File: src/hdl/ckd_pkg.sv
// Package for the CKD track image reformatter: constants, parse phase codes,
// register indexes and the structs passed between the parser, queue and emitter.
// No dependencies.
`default_nettype none

package ckd_pkg;

  localparam int unsigned BYTE_W       = 8;
  localparam int unsigned CODE_W       = 2;
  localparam int unsigned CFG_W        = 16;
  localparam int unsigned CFG_IDX_W    = 2;
  localparam int unsigned LEAD_MAX     = 8;
  localparam int unsigned LEAD_CNT_W   = 4;
  localparam int unsigned RES_IDX_W    = 4;
  localparam int unsigned HDR_BYTES    = 12;
  localparam int unsigned HDR_IDX_W    = 4;
  localparam int unsigned DESC_DEPTH_DEF = 4;

  localparam logic [15:0] TRK_HDR_LEN  = 16'd48;
  localparam logic [15:0] TRK_HDR_LAST = 16'd47;
  localparam logic [15:0] REC_HDR_LEN  = 16'd12;
  localparam logic [7:0]  END_BYTE     = 8'hFF;
  localparam logic [4:0]  END_COUNT    = 5'd8;

  localparam logic [15:0] TLEN_RST     = 16'd58368;
  localparam logic [7:0]  HPC_RST      = 8'd15;
  localparam logic [15:0] FCYL_RST     = 16'd0;

  localparam logic [CFG_IDX_W-1:0] REG_TRACK_LEN = 2'd0;
  localparam logic [CFG_IDX_W-1:0] REG_HEADS     = 2'd1;
  localparam logic [CFG_IDX_W-1:0] REG_FIRST_CYL = 2'd2;

  localparam logic [CODE_W-1:0] ERR_NONE     = 2'd0;
  localparam logic [CODE_W-1:0] ERR_RESV     = 2'd1;
  localparam logic [CODE_W-1:0] ERR_OVERRUN  = 2'd2;
  localparam logic [CODE_W-1:0] ERR_TRK_HDR  = 2'd3;

  localparam logic [2:0] PH_TRK  = 3'd0;
  localparam logic [2:0] PH_HDR  = 3'd1;
  localparam logic [2:0] PH_KEY  = 3'd2;
  localparam logic [2:0] PH_DATA = 3'd3;
  localparam logic [2:0] PH_PAD  = 3'd4;
  localparam logic [2:0] PH_SKIP = 3'd5;

  typedef struct packed {
    logic                 en;
    logic [CFG_IDX_W-1:0] index;
    logic [CFG_W-1:0]     data;
  } cfg_wr_t;

  // One burst of results: cnt lead bytes (first in the low byte), then the
  // end marker when fin is set. A nonzero code marks a single error result.
  typedef struct packed {
    logic                         fin;
    logic [CODE_W-1:0]            code;
    logic [LEAD_CNT_W-1:0]        cnt;
    logic [LEAD_MAX*BYTE_W-1:0]   bytes;
  } desc_t;

endpackage

`default_nettype wire

File: src/hdl/ckd_parse.sv
// Track parser: holds the configuration and track state and turns each
// accepted source byte into at most one result burst descriptor. Uses ckd_pkg.
`default_nettype none

module ckd_parse (
  input  logic            clk,
  input  logic            rst_n,
  input  ckd_pkg::cfg_wr_t cfg,
  input  logic            step,
  input  logic [7:0]      in_byte,
  output logic            push,
  output ckd_pkg::desc_t  desc
);
  import ckd_pkg::*;

  logic [15:0] tlen_r;
  logic [7:0]  hpc_r;
  logic [15:0] pos_r, pos_nxt;
  logic [2:0]  phase_r, phase_nxt;
  logic [15:0] fbl_r, fbl_nxt;
  logic [1:0]  pad_r, pad_nxt;
  logic [15:0] exp_cyl_r, exp_cyl_nxt;
  logic [7:0]  exp_head_r, exp_head_nxt;
  logic [7:0]  hb_r [HDR_BYTES];
  logic [7:0]  hb_w [HDR_BYTES];

  logic [15:0] len, room;
  logic [16:0] npos;
  logic        wrap;
  logic        wr_en;
  logic [HDR_IDX_W-1:0] wr_idx;
  logic [7:0]  any_b, resv_b, head_inc;
  logic [16:0] kd;
  logic [15:0] dlen;
  logic        hdr_mis;

  assign len  = (tlen_r < TRK_HDR_LEN) ? TRK_HDR_LEN : tlen_r;
  assign npos = {1'b0, pos_r} + 17'd1;
  assign wrap = npos >= {1'b0, len};
  assign room = wrap ? 16'd0 : 16'(({1'b0, len}) - npos);

  always_comb begin
    wr_en  = 1'b0;
    wr_idx = '0;
    if (phase_r == PH_TRK && pos_r[15:2] == 14'd4) begin
      wr_en  = 1'b1;
      wr_idx = {2'b00, pos_r[1:0]};
    end else if (phase_r == PH_HDR && fbl_r < REC_HDR_LEN) begin
      wr_en  = 1'b1;
      wr_idx = fbl_r[HDR_IDX_W-1:0];
    end
  end

  always_comb begin
    for (int i = 0; i < HDR_BYTES; i++) begin
      hb_w[i] = (wr_en && wr_idx == HDR_IDX_W'(i)) ? in_byte : hb_r[i];
    end
  end

  always_comb begin
    any_b = '0;
    resv_b = '0;
    for (int i = 0; i < HDR_BYTES; i++) begin
      any_b = any_b | hb_w[i];
    end
    for (int i = 0; i < 4; i++) begin
      resv_b = resv_b | hb_w[i];
    end
  end

  assign dlen     = {hb_w[10], hb_w[11]};
  assign kd       = {9'd0, hb_w[9]} + {1'b0, dlen};
  assign hdr_mis  = ({hb_r[0], hb_r[1]} != exp_cyl_r) || ({hb_r[2], hb_r[3]} != {8'd0, exp_head_r});
  assign head_inc = exp_head_r + 8'd1;

  always_comb begin
    phase_nxt    = phase_r;
    fbl_nxt      = fbl_r;
    pad_nxt      = pad_r;
    pos_nxt      = npos[15:0];
    exp_cyl_nxt  = exp_cyl_r;
    exp_head_nxt = exp_head_r;
    desc         = '0;

    unique case (phase_r)
      PH_TRK: begin
        if (pos_r >= TRK_HDR_LAST) begin
          if (hdr_mis) begin
            desc.cnt  = LEAD_CNT_W'(1);
            desc.code = ERR_TRK_HDR;
            phase_nxt = PH_SKIP;
          end else begin
            desc.cnt   = LEAD_CNT_W'(5);
            desc.bytes = {24'd0, exp_head_r, 8'd0, exp_cyl_r[7:0], exp_cyl_r[15:8], 8'd0};
            phase_nxt  = PH_HDR;
            fbl_nxt    = '0;
          end
        end
      end
      PH_HDR: begin
        fbl_nxt = fbl_r + 16'd1;
        if (fbl_nxt >= REC_HDR_LEN) begin
          if (any_b == 8'd0) begin
            desc.fin  = 1'b1;
            phase_nxt = PH_SKIP;
          end else if (resv_b != 8'd0) begin
            desc.cnt  = LEAD_CNT_W'(1);
            desc.code = ERR_RESV;
            phase_nxt = PH_SKIP;
          end else if (kd > {1'b0, room}) begin
            desc.cnt  = LEAD_CNT_W'(1);
            desc.code = ERR_OVERRUN;
            phase_nxt = PH_SKIP;
          end else begin
            desc.cnt   = LEAD_CNT_W'(LEAD_MAX);
            desc.bytes = {hb_w[11], hb_w[10], hb_w[9], hb_w[8],
                          hb_w[7], hb_w[6], hb_w[5], hb_w[4]};
            phase_nxt  = PH_KEY;
            fbl_nxt    = {8'd0, hb_w[9]};
            pad_nxt    = 2'd0 - kd[1:0];
          end
        end
      end
      PH_KEY, PH_DATA: begin
        desc.cnt         = LEAD_CNT_W'(1);
        desc.bytes[7:0]  = in_byte;
        if (fbl_r != 16'd0) fbl_nxt = fbl_r - 16'd1;
      end
      PH_PAD: begin
        if (pad_r != 2'd0) pad_nxt = pad_r - 2'd1;
      end
      default: begin
      end
    endcase

    if (phase_nxt == PH_KEY && fbl_nxt == 16'd0) begin
      phase_nxt = PH_DATA;
      fbl_nxt   = dlen;
    end
    if (phase_nxt == PH_DATA && fbl_nxt == 16'd0) phase_nxt = PH_PAD;
    if (phase_nxt == PH_PAD && pad_nxt == 2'd0) begin
      phase_nxt = PH_HDR;
      fbl_nxt   = '0;
    end
    if (phase_nxt == PH_HDR && fbl_nxt == 16'd0 && room < REC_HDR_LEN) begin
      desc.fin  = 1'b1;
      phase_nxt = PH_SKIP;
    end

    if (wrap) begin
      if (phase_nxt != PH_SKIP && phase_nxt != PH_TRK) desc.fin = 1'b1;
      pos_nxt   = '0;
      phase_nxt = PH_TRK;
      fbl_nxt   = '0;
      pad_nxt   = '0;
      if (head_inc >= hpc_r || head_inc == 8'd0) begin
        exp_head_nxt = '0;
        exp_cyl_nxt  = exp_cyl_r + 16'd1;
      end else begin
        exp_head_nxt = head_inc;
      end
    end
  end

  assign push = step && (desc.cnt != '0 || desc.fin);

  always_ff @(posedge clk) begin
    if (!rst_n) begin
      tlen_r     <= TLEN_RST;
      hpc_r      <= HPC_RST;
      pos_r      <= '0;
      phase_r    <= PH_TRK;
      fbl_r      <= '0;
      pad_r      <= '0;
      exp_cyl_r  <= FCYL_RST;
      exp_head_r <= '0;
    end else begin
      if (cfg.en && cfg.index == REG_TRACK_LEN) tlen_r <= cfg.data;
      if (cfg.en && cfg.index == REG_HEADS) hpc_r <= cfg.data[7:0];
      if (step) begin
        pos_r      <= pos_nxt;
        phase_r    <= phase_nxt;
        fbl_r      <= fbl_nxt;
        pad_r      <= pad_nxt;
        exp_head_r <= exp_head_nxt;
      end
      if (cfg.en && cfg.index == REG_FIRST_CYL) begin
        exp_cyl_r <= cfg.data;
      end else if (step) begin
        exp_cyl_r <= exp_cyl_nxt;
      end
    end
  end

  always_ff @(posedge clk) begin
    if (step && wr_en) hb_r[wr_idx] <= in_byte;
  end

endmodule

`default_nettype wire

File: src/hdl/ckd_fifo.sv
// Descriptor queue between the parser and the emitter; absorbs header and
// end-marker bursts. Uses ckd_pkg for the descriptor type.
`default_nettype none

module ckd_fifo #(
  parameter int unsigned DEPTH = ckd_pkg::DESC_DEPTH_DEF
) (
  input  logic           clk,
  input  logic           rst_n,
  input  logic           push,
  input  ckd_pkg::desc_t din,
  output logic           full,
  input  logic           pop,
  output ckd_pkg::desc_t dout,
  output logic           valid
);
  import ckd_pkg::*;

  localparam int unsigned PTR_W = (DEPTH > 1) ? $clog2(DEPTH) : 1;
  localparam int unsigned CNT_W = $clog2(DEPTH + 1);

  desc_t             mem [DEPTH];
  logic [PTR_W-1:0]  wptr_r, rptr_r;
  logic [CNT_W-1:0]  cnt_r;
  logic              do_push, do_pop;

  assign full    = cnt_r == CNT_W'(DEPTH);
  assign valid   = cnt_r != '0;
  assign dout    = mem[rptr_r];
  assign do_push = push && !full;
  assign do_pop  = pop && valid;

  always_ff @(posedge clk) begin
    if (do_push) mem[wptr_r] <= din;
  end

  always_ff @(posedge clk) begin
    if (!rst_n) begin
      wptr_r <= '0;
      rptr_r <= '0;
      cnt_r  <= '0;
    end else begin
      if (do_push) wptr_r <= (wptr_r == PTR_W'(DEPTH - 1)) ? '0 : wptr_r + PTR_W'(1);
      if (do_pop) rptr_r <= (rptr_r == PTR_W'(DEPTH - 1)) ? '0 : rptr_r + PTR_W'(1);
      if (do_push && !do_pop) cnt_r <= cnt_r + CNT_W'(1);
      else if (do_pop && !do_push) cnt_r <= cnt_r - CNT_W'(1);
    end
  end

endmodule

`default_nettype wire

File: src/hdl/ckd_emit.sv
// Emitter: walks one descriptor a result at a time into the output register,
// lead bytes first and then the end marker. Uses ckd_pkg.
`default_nettype none

module ckd_emit (
  input  logic           clk,
  input  logic           rst_n,
  input  ckd_pkg::desc_t desc,
  input  logic           desc_valid,
  output logic           pop,
  output logic           out_tvalid,
  input  logic           out_tready,
  output logic [7:0]     out_tdata,
  output logic [1:0]     out_tuser,
  output logic           out_tlast
);
  import ckd_pkg::*;

  logic [RES_IDX_W-1:0] idx_r;
  logic                 ov_r;
  logic [7:0]           byte_r, byte_nxt;
  logic [CODE_W-1:0]    code_r, code_nxt;
  logic                 last_r, last_nxt;
  logic [4:0]           total;
  logic [RES_IDX_W-1:0] last_idx;
  logic                 load;

  assign total    = {1'b0, desc.cnt} + (desc.fin ? END_COUNT : 5'd0);
  assign last_idx = RES_IDX_W'(total - 5'd1);
  assign load     = desc_valid && (!ov_r || out_tready);
  assign pop      = load && idx_r == last_idx;

  always_comb begin
    if (idx_r < desc.cnt) begin
      byte_nxt = desc.bytes[idx_r[2:0]*BYTE_W +: BYTE_W];
      code_nxt = desc.code;
      last_nxt = desc.code != ERR_NONE;
    end else begin
      byte_nxt = END_BYTE;
      code_nxt = ERR_NONE;
      last_nxt = idx_r == last_idx;
    end
  end

  always_ff @(posedge clk) begin
    if (!rst_n) begin
      idx_r <= '0;
      ov_r  <= 1'b0;
    end else begin
      if (load) begin
        ov_r  <= 1'b1;
        idx_r <= pop ? '0 : idx_r + RES_IDX_W'(1);
      end else if (out_tready) begin
        ov_r <= 1'b0;
      end
    end
  end

  always_ff @(posedge clk) begin
    if (load) begin
      byte_r <= byte_nxt;
      code_r <= code_nxt;
      last_r <= last_nxt;
    end
  end

  assign out_tvalid = ov_r;
  assign out_tdata  = byte_r;
  assign out_tuser  = code_r;
  assign out_tlast  = last_r;

endmodule

`default_nettype wire

File: src/hdl/ckd_track_image_reformatter.sv
// CKD track image reformatter, top level: parser, descriptor queue, emitter.
// Depends on ckd_pkg, ckd_parse, ckd_fifo and ckd_emit.
//
// Usage: source track image bytes enter on the in_ stream, one byte per
// request. Each byte is parsed in the cycle it is accepted; the results it
// causes (none, one, a 5-byte track header, an 8-byte record header and/or
// the eight FF end bytes, up to 16 in all) are queued as one descriptor.
// Results leave on the out_ stream: out_tdata is the byte, out_tuser the
// error code, out_tlast marks the final end byte and every error result.
// Throughput: one input byte per cycle and, while out_tready is high, one
// result per cycle; in_tready drops only while the descriptor queue
// (DESC_DEPTH entries) is full, which a burst of header results can cause
// when the receiver is slow.
// A stalled receiver holds the output register; the queue keeps taking
// input until it fills. Reset (synchronous, rst_n low) empties the queue,
// restores register defaults and expects the first track header next.
// Configuration writes are taken at any edge with cfg_wr_en high, and are
// meant to be made while the stream is idle.
`default_nettype none

module ckd_track_image_reformatter #(
  parameter int unsigned DESC_DEPTH = ckd_pkg::DESC_DEPTH_DEF
) (
  input  logic        clk,
  input  logic        rst_n,
  input  logic        cfg_wr_en,
  input  logic [1:0]  cfg_index,
  input  logic [15:0] cfg_data,
  input  logic        in_tvalid,
  output logic        in_tready,
  input  logic [7:0]  in_tdata,   // [7:0] in_byte
  output logic        out_tvalid,
  input  logic        out_tready,
  output logic [7:0]  out_tdata,  // [7:0] out_byte
  output logic [1:0]  out_tuser,  // [1:0] error_code
  output logic        out_tlast
);
  import ckd_pkg::*;

  cfg_wr_t cfg;
  desc_t   desc_in, desc_out;
  logic    step, push, full, pop, desc_valid;

  assign cfg       = '{en: cfg_wr_en, index: cfg_index, data: cfg_data};
  assign in_tready = !full;
  assign step      = in_tvalid && in_tready;

  ckd_parse u_parse (
    .clk     (clk),
    .rst_n   (rst_n),
    .cfg     (cfg),
    .step    (step),
    .in_byte (in_tdata),
    .push    (push),
    .desc    (desc_in)
  );

  ckd_fifo #(
    .DEPTH (DESC_DEPTH)
  ) u_fifo (
    .clk   (clk),
    .rst_n (rst_n),
    .push  (push),
    .din   (desc_in),
    .full  (full),
    .pop   (pop),
    .dout  (desc_out),
    .valid (desc_valid)
  );

  ckd_emit u_emit (
    .clk        (clk),
    .rst_n      (rst_n),
    .desc       (desc_out),
    .desc_valid (desc_valid),
    .pop        (pop),
    .out_tvalid (out_tvalid),
    .out_tready (out_tready),
    .out_tdata  (out_tdata),
    .out_tuser  (out_tuser),
    .out_tlast  (out_tlast)
  );

endmodule

`default_nettype wire

File: config.mk
export PLATFORM = sky130hd
export DESIGN_NAME = ckd_track_image_reformatter
export DESIGN_NICKNAME = d
export VERILOG_FILES = /design/src/hdl/ckd_pkg.sv /design/src/hdl/ckd_parse.sv /design/src/hdl/ckd_fifo.sv /design/src/hdl/ckd_emit.sv /design/src/hdl/ckd_track_image_reformatter.sv
export SDC_FILE = /design/constraint.sdc
export NUM_CORES = 1
export LEC_CHECK = 0
export ABC_CLOCK_PERIOD_IN_PS = 25000
export BUFFER_PORTS_ARGS = -buffer_cell sky130_fd_sc_hd__buf_2
export CAP_MARGIN = 20
export CORE_MARGIN = 1.5
export CORE_UTILIZATION = 60
export CTS_BUF_LIST = sky130_fd_sc_hd__clkbuf_2 sky130_fd_sc_hd__clkbuf_4 sky130_fd_sc_hd__clkbuf_8
export DETAILED_ROUTE_END_ITERATION = 10
export PLACE_DENSITY = 0.8
export SETUP_SLACK_MARGIN = 0.02
export SYNTH_ARGS = -nofsm -noshare
export SYNTH_HDL_FRONTEND = slang
export SYNTH_SLANG_ARGS = --single-unit
File: constraint.sdc
create_clock -name clk -period 25 [get_ports clk]
set_input_delay 3.75 -clock clk [delete_from_list [all_inputs] [get_ports clk]]
set_output_delay 3.75 -clock clk [all_outputs]
set_load 0.01 [all_outputs]
# Word level (Yosys, flattened, before mapping)
# Memories as Yosys holds them, arrays and structs flattened. A register that Yosys moved wholly into a read port is not among the register bits.
# Index checks and enable logic that the tools add are counted.
# op_classes
add_sub_neg,16
n_lt_le_gt_ge,9
eq_ne,29
shifts,1
mux,89
bitwise,11
reduce_logical,64
# ops
operator,count
$mux 16,17
$mux 70,2
$mux 64,2
$pmux 56 s2,1
$mux 8,13
$or 8x8->8,11
$mux 71,1
$shiftx 64x7->8,1
$logic_not 16->1,3
$pmux 16 s3,1
$mux 3,14
$mux 40,1
$add 16x1->16 const B,2
$logic_and 1x1->1,32
$lt 16x4->1 const B,2
$mux 2,12
$pmux 8 s3,1
$mux 4,5
$add 16x1->17 const B,1
$add 8x16->17,1
$ge 17x16->1,1
$gt 17x16->1,1
$eq 4x3->1 const B,4
$eq 4x4->1 const B,4
other kinds (47),86
# word_totals
regBits,108
ram_bits,380
output_inout_bits,13
n_memories,2
# mem_list
name,words,word_bits,read_ports,rd_clocked_by_memory_dff,wr,line,rtl
u_fifo.mem,4,71,1,1,1,ckd_fifo.sv:22,desc_t mem [DEPTH];
u_parse.hb_r,12,8,12,0,1,ckd_parse.sv:24,logic [7:0] hb_r [HDR_BYTES];

# Depth between registers and ports, before layout
# logic_depth
depth_word,46
ltp_mapped,43
depth_no_buf,40

# Cells and area by module
# Synthesis repeated with hierarchy kept, for this count alone.
# hier_totals
cells_unflattened,2256
area_unflattened_um2,26098.8
# modules_own_cells
module,n_inst,cells_each,area_per_inst_um2,seq_area_each_um2
ckd_parse,1,1728,13995.9,4584.4
ckd_fifo,1,422,10802.9,8708.4
ckd_emit,1,104,1290.0,430.4
ckd_track_image_reformatter,1,2,10.0,0.0

# Worst setup path after synthesis
# OpenSTA, ideal clock, no wires.
# synth_timing
path_type,input -> register
from,input in_tdata[1]
to,"memory u_fifo.mem[3][0] (netlist bit), enable pin"
arrival_time_ps,10948
required_time_ps,24564
path_slack_ps,13617
path_stages,30
path_cell_list,clkbuf_1 mux2i_1 inv_1 ha_1 a21o_1 a21oi_1 inv_1 maj3_1 o21ai_0 nor2_1 o21a_1 o21a_1 o21bai_1 nor2_1 xor2_1 nor2_1 a21oi_1 ha_1 a2111oi_0 o21ai_0 nor3_1 o2bb2ai_1 or2_2 and4b_1 a21oi_1 a221oi_1 nand4_1 nand4b_1 nand3_1 and3_1
# synth_between
elab_chain_cells,38
word_cells_on_any_way,81
classes_between,2 x add/sub; 1 x order compare; 5 x eq/ne; 45 x mux; 11 x bitwise; 17 x reduce/logical
# synth_rtl
item,line,rtl
"start, declared",ckd_track_image_reformatter.sv:31,"input logic [7:0] in_tdata,"
"parallel branches: the longest is 33 deep, another holds $add 8x16->17",n/a,
$logic_or 1x1->1 *,ckd_parse.sv:165,assign push = step && (desc.cnt != '0 || desc.fin);
$logic_and 1x1->1 *,ckd_parse.sv:165,
$logic_and 1x1->1 *,ckd_fifo.sv:30,assign do_push = push && !full;
$mux 1 *,ckd_fifo.sv:34,if (do_push) mem[wptr_r] <= din;
$mux 1 (not written as such) *,ckd_fifo.sv:34,
"end, declared",ckd_fifo.sv:22,
# Mark *: on every way between the ends.

# Final worst setup path
# layout_timing
from,input in_tdata[1]
to,register u_fifo.cnt_r[2]
# layout_between
elab_chain_cells,39
word_cells_on_any_way,84
classes_between,2 x add/sub; 1 x order compare; 5 x eq/ne; 44 x mux; 11 x bitwise; 21 x reduce/logical
# layout_rtl
item,line,rtl
"parallel branches: the longest is 33 deep, another holds $add 8x16->17",n/a,
$logic_or 1x1->1 *,ckd_parse.sv:165,
$logic_and 1x1->1 *,ckd_parse.sv:165,
$logic_and 1x1->1 *,ckd_fifo.sv:30,
via u_fifo.do_push,ckd_fifo.sv:25,"logic do_push, do_pop;"
$logic_not 1->1,ckd_fifo.sv:46,else if (do_pop && !do_push) cnt_r <= cnt_r - CNT_W'(1);
$logic_and 1x1->1,ckd_fifo.sv:46,
$reduce_bool 2->1 (no line),n/a,
"end signal, assigned",ckd_fifo.sv:45,if (do_push && !do_pop) cnt_r <= cnt_r + CNT_W'(1);
"end signal, assigned",ckd_fifo.sv:46,
"end, declared",ckd_fifo.sv:24,logic [CNT_W-1:0] cnt_r;
# Mark *: on every way through the listed nets, which the timed path passes.
# A chain may end at the register's enable or synchronous reset.

==> impl_metrics.toml <==
[status]
status = "finished, final reports clean"

[place]
portBuffers = 43
routabilityCongestion = 1.000
detailedPlace.worstSlack_ns = 12.90
hpwl_um = 51870

[floorplanning]
core_um2 = 42130
chipHeight_um = 210.2
ios = 44
dieArea_um2 = 44190
rows = 75
start_util = 0.6115
die_w_um = 210.2

[timing]
fmax_mhz = 86.10
layout_setup_ws_ns = 13.39
layout_min_cycle_time_ns = 11.61
rsz0062_at_grt = "no"
period_share = 0.4646
setup_tns_ns = 0
tightest_slew_ns = 1.114
max_slew_margin = 0.2512
setup_violations = 0
fin_hold_ws_ns = 0.4603
finClkSkew_ns = 0.02191
hold_viol = 0
slew_violations = 0

[yosys]
synth_compound_area_frac = 0.1027
synth_edf_count = 387
ys_seq_area_frac = 0.5280
synth_seq_cells = 486
synth_top_flop_cell = "edfxtp_1"
synth_cell_types = 83
muxShareOfSynthArea = 0.1118
synth_nets = 2364
syn_area_um2 = 25760
synth-adder-area-share = 0.03963
postSynthCellCount = 2254
synth_top_family_by_area = "simple AND/OR/NAND/NOR gates"
syn_area_per_cell_um2 = 11.43
synth_xor_area_frac = 0.03773
ys_warn_count = 0
ys_async_sr_fraction = 0
yosys.area_share.simple = 0.1467

[cts]
htreeDepth = 3
cts_tree = "done"
clockRootBuffer = "clkbuf_8"
clkLatencyLatePin_ns = 0.66
clk_pin_slew_ns = 0.07
post-cts-setup-buffer-count = 0
clockBufferDepth = 3
cts_buffers = 79
cts_sinks = 486
cts_resized = 0
cts_hold_buf = 0

[detailed_routing]
wl_per_cell_um = 25.70
drt-initial-drc-count = 2435
met1_length_um = 28530
first_pass_iters = 6
dr.max_layer_used = "met4"
antenna_left = 0
avgViaCountPerCell = 6.733
met3_length_um = 6815
num_vias = 19360
totalWireLength_um = 73900
route.detailed.drc = 0
met2WireLength_um = 34310

[finish]
seqCellArea_um2 = 13610
nFillCells = 3095
multiInputGateArea_um2 = 11330
layout-drive-gt1-share = 0.1451
nNetsFinal = 2383
area_growth_pct = 8.941
diodes = 0

[power]
intPower_uw = 1274
swShare = 0.2260
ir_worst_vdd_v = 0.00005773
power.density_nw_per_um2 = 58.63
power_frac_seq = 0.529
power_leakage_uw = 0.01035
clkPwrFrac = 0.428
combPwrFrac = 0.042
power_uw = 1645
p_switching_uw = 371.8

[setup_path]
crit_slowest_cell = "a2111oi_0"
critical_path_required_ns = 25.58
end_kind = "flop"
max_stage_delay_ns = 0.43
cp.arrival_ns = 12.19
start_kind = "primary input"
path_class = "primary input to flop"
worstPathMaxFanout = 27

[global_routing]
grt_antenna_before_repair = 0
grt_util_all_layers = 0.3369
grt_max_degree = 73
grt_pass1_wl_um = 111400
grt_pass1_vias = 18610
globalRoute.totalOverflow = 0

[job]
cap_violations = 0

[min_path]
hold_path_class = "flop to flop"
## cell usage in the layout, fill, tap and decap left out, types with 13 or more instances in the layout
cell type,count
clkbuf_4,21
xor2_1,34
xnor2_1,77
nand2_1,226
o211ai_1,16
nor2_1,207
a21o_1,19
nor3_1,44
buf_2,43
buf_4,40
a22oi_1,26
o21ai_0,91
mux4_2,86
or3_1,20
nand4_1,44
nand2b_1,13
o21a_1,15
or4_1,16
mux2i_1,82
a211oi_1,22
inv_1,78
nor2b_1,15
clkbuf_8,82
a21oi_1,88
ha_1,76
and2_1,13
edfxtp_1,387
clkinv_1,20
nand3_1,63
nor4_1,37
a31oi_1,14
and3_1,17
dfxtp_1,97
## per-stage QoR
step | area, µm² | instances | utilization
6_report | 28070 | 2876 | 0.6661
3_3_place_gp | 26430 | 2729 | 0.6273
5_1_grt | 28070 | 2876 | 0.6661
2_1_floorplan | 25760 | 2254 | -
3_5_place_dp | 26430 | 2729 | 0.6273
4_1_cts | 28040 | 2874 | 0.6655
## path summary, 6_finish.rpt
| check | start | endpoint | depth (start not counted) | slack, ns |
|---|---|---|---|---|
| hold reg to reg | u_parse.tlen_r[3]$_SDFFE_PN0P_ | u_parse.tlen_r[3]$_SDFFE_PN0P_ | 2 | 0.46 |
| setup / recovery | in_tdata[1] | u_fifo.cnt_r[2]$_SDFFE_PN0P_ | 38 | 13.39 |
| setup reg to reg | u_parse.fbl_r[13]$_SDFFE_PN0P_ | u_fifo.cnt_r[2]$_SDFFE_PN0P_ | 40 | 13.92 |
| hold / removal | u_parse.tlen_r[3]$_SDFFE_PN0P_ | u_parse.tlen_r[3]$_SDFFE_PN0P_ | 2 | 0.46 |
## area by class of cell
cell class                 instances  share of cell area
multi-input combinational       1542              0.4038
clock inverter                    42             0.01159
inverter                          79             0.01057
tap                              539             0.02403
timing repair buffer              85             0.01930
sequential                       486              0.4848
clock buffer                     103             0.04583
## sequential cells by signal, summed over array words and instances (netlist names), 3 cells and up, named ones only
signal              cells
u_parse.fbl_r          16
u_parse.exp_cyl_r      16
u_parse.exp_head_r      8
u_fifo.mem            280
u_parse.tlen_r         16
u_emit.idx_r            4
u_parse.hb_r           96
u_fifo.cnt_r            3
u_emit.out_tdata        8
u_parse.hpc_r           8
u_parse.phase_r         3
u_parse.pos_r          16
## power by group through the flow
stage / registers [µW] / logic (µW) / clock network, µW
floorplan: 885 / 45.6 / 0
global placement: 888 / 66.7 / 0
detailed placement: 888 / 68.1 / 0
CTS: 871 / 68.7 / 709
global route: 871 / 76.1 / 742
finish: 871 / 69.9 / 705
## cells in the mapped netlist, drive strengths merged (10+ instances only)
library cell | n | area (µm²)
nand4 | 44 | 275.3
mux2i | 82 | 820.8
and2 | 13 | 81.33
or3 | 21 | 136.4
xor2 | 34 | 297.8
nor2 | 207 | 777.0
o211ai | 16 | 120.1
a22o | 10 | 87.58
edfxtp | 387 | 11620
mux2 | 11 | 123.9
dfxtp | 99 | 1982
nor3 | 47 | 251.5
and3 | 21 | 131.4
inv | 79 | 296.5
clkbuf | 130 | 488.0
a31oi | 14 | 87.58
o21a | 15 | 112.6
or4 | 18 | 142.6
nand2 | 226 | 848.3
xnor2 | 77 | 674.4
nor2b | 15 | 93.84
mux4 | 86 | 1937
a21o | 19 | 142.6
nand2b | 13 | 81.33
nor4 | 39 | 256.5
buf | 17 | 76.32
o31ai | 11 | 82.58
a21oi | 88 | 440.4
o21ai | 91 | 455.4
a211oi | 22 | 165.2
a22oi | 26 | 195.2
nand3 | 64 | 320.3
ha | 76 | 950.9
## critical path, delay by kind of cell
family,cells,cell delay [ns]
AND/OR/NAND/NOR,11,2.42
AO/OA/AOI/OAI,13,2.97
multiplexers,1,0.37
buffers and inverters,6,0.77
adder cells (fa/ha/maj),5,1.56
XOR/XNOR,2,0.34
## metal layers
| layer | vias to the layer above | track usage |
|---|---|---|
| met3 | 237 | 0.06272 |
| met5 | - | 0 |
| met1 | 9407 | 0.4440 |
| met2 | 1151 | 0.5369 |
| li1 | 8569 | - |
| met4 | 0 | 0.1749 |
## logic make-up (layout without fill, tap and decap cells)
| kind of cell | after synthesis | in the layout |
|---|---|---|
| AND/OR/NAND/NOR | 775 | 775 |
| flip-flops | 486 | 486 |
| AO/OA/AOI/OAI | 397 | 397 |
| buffers and inverters | 226 | 309 |
| multiplexers | 179 | 179 |
| XOR/XNOR | 111 | 111 |
| adder cells (fa/ha/maj) | 80 | 80 |
Power figures use the tool's default switching activity.
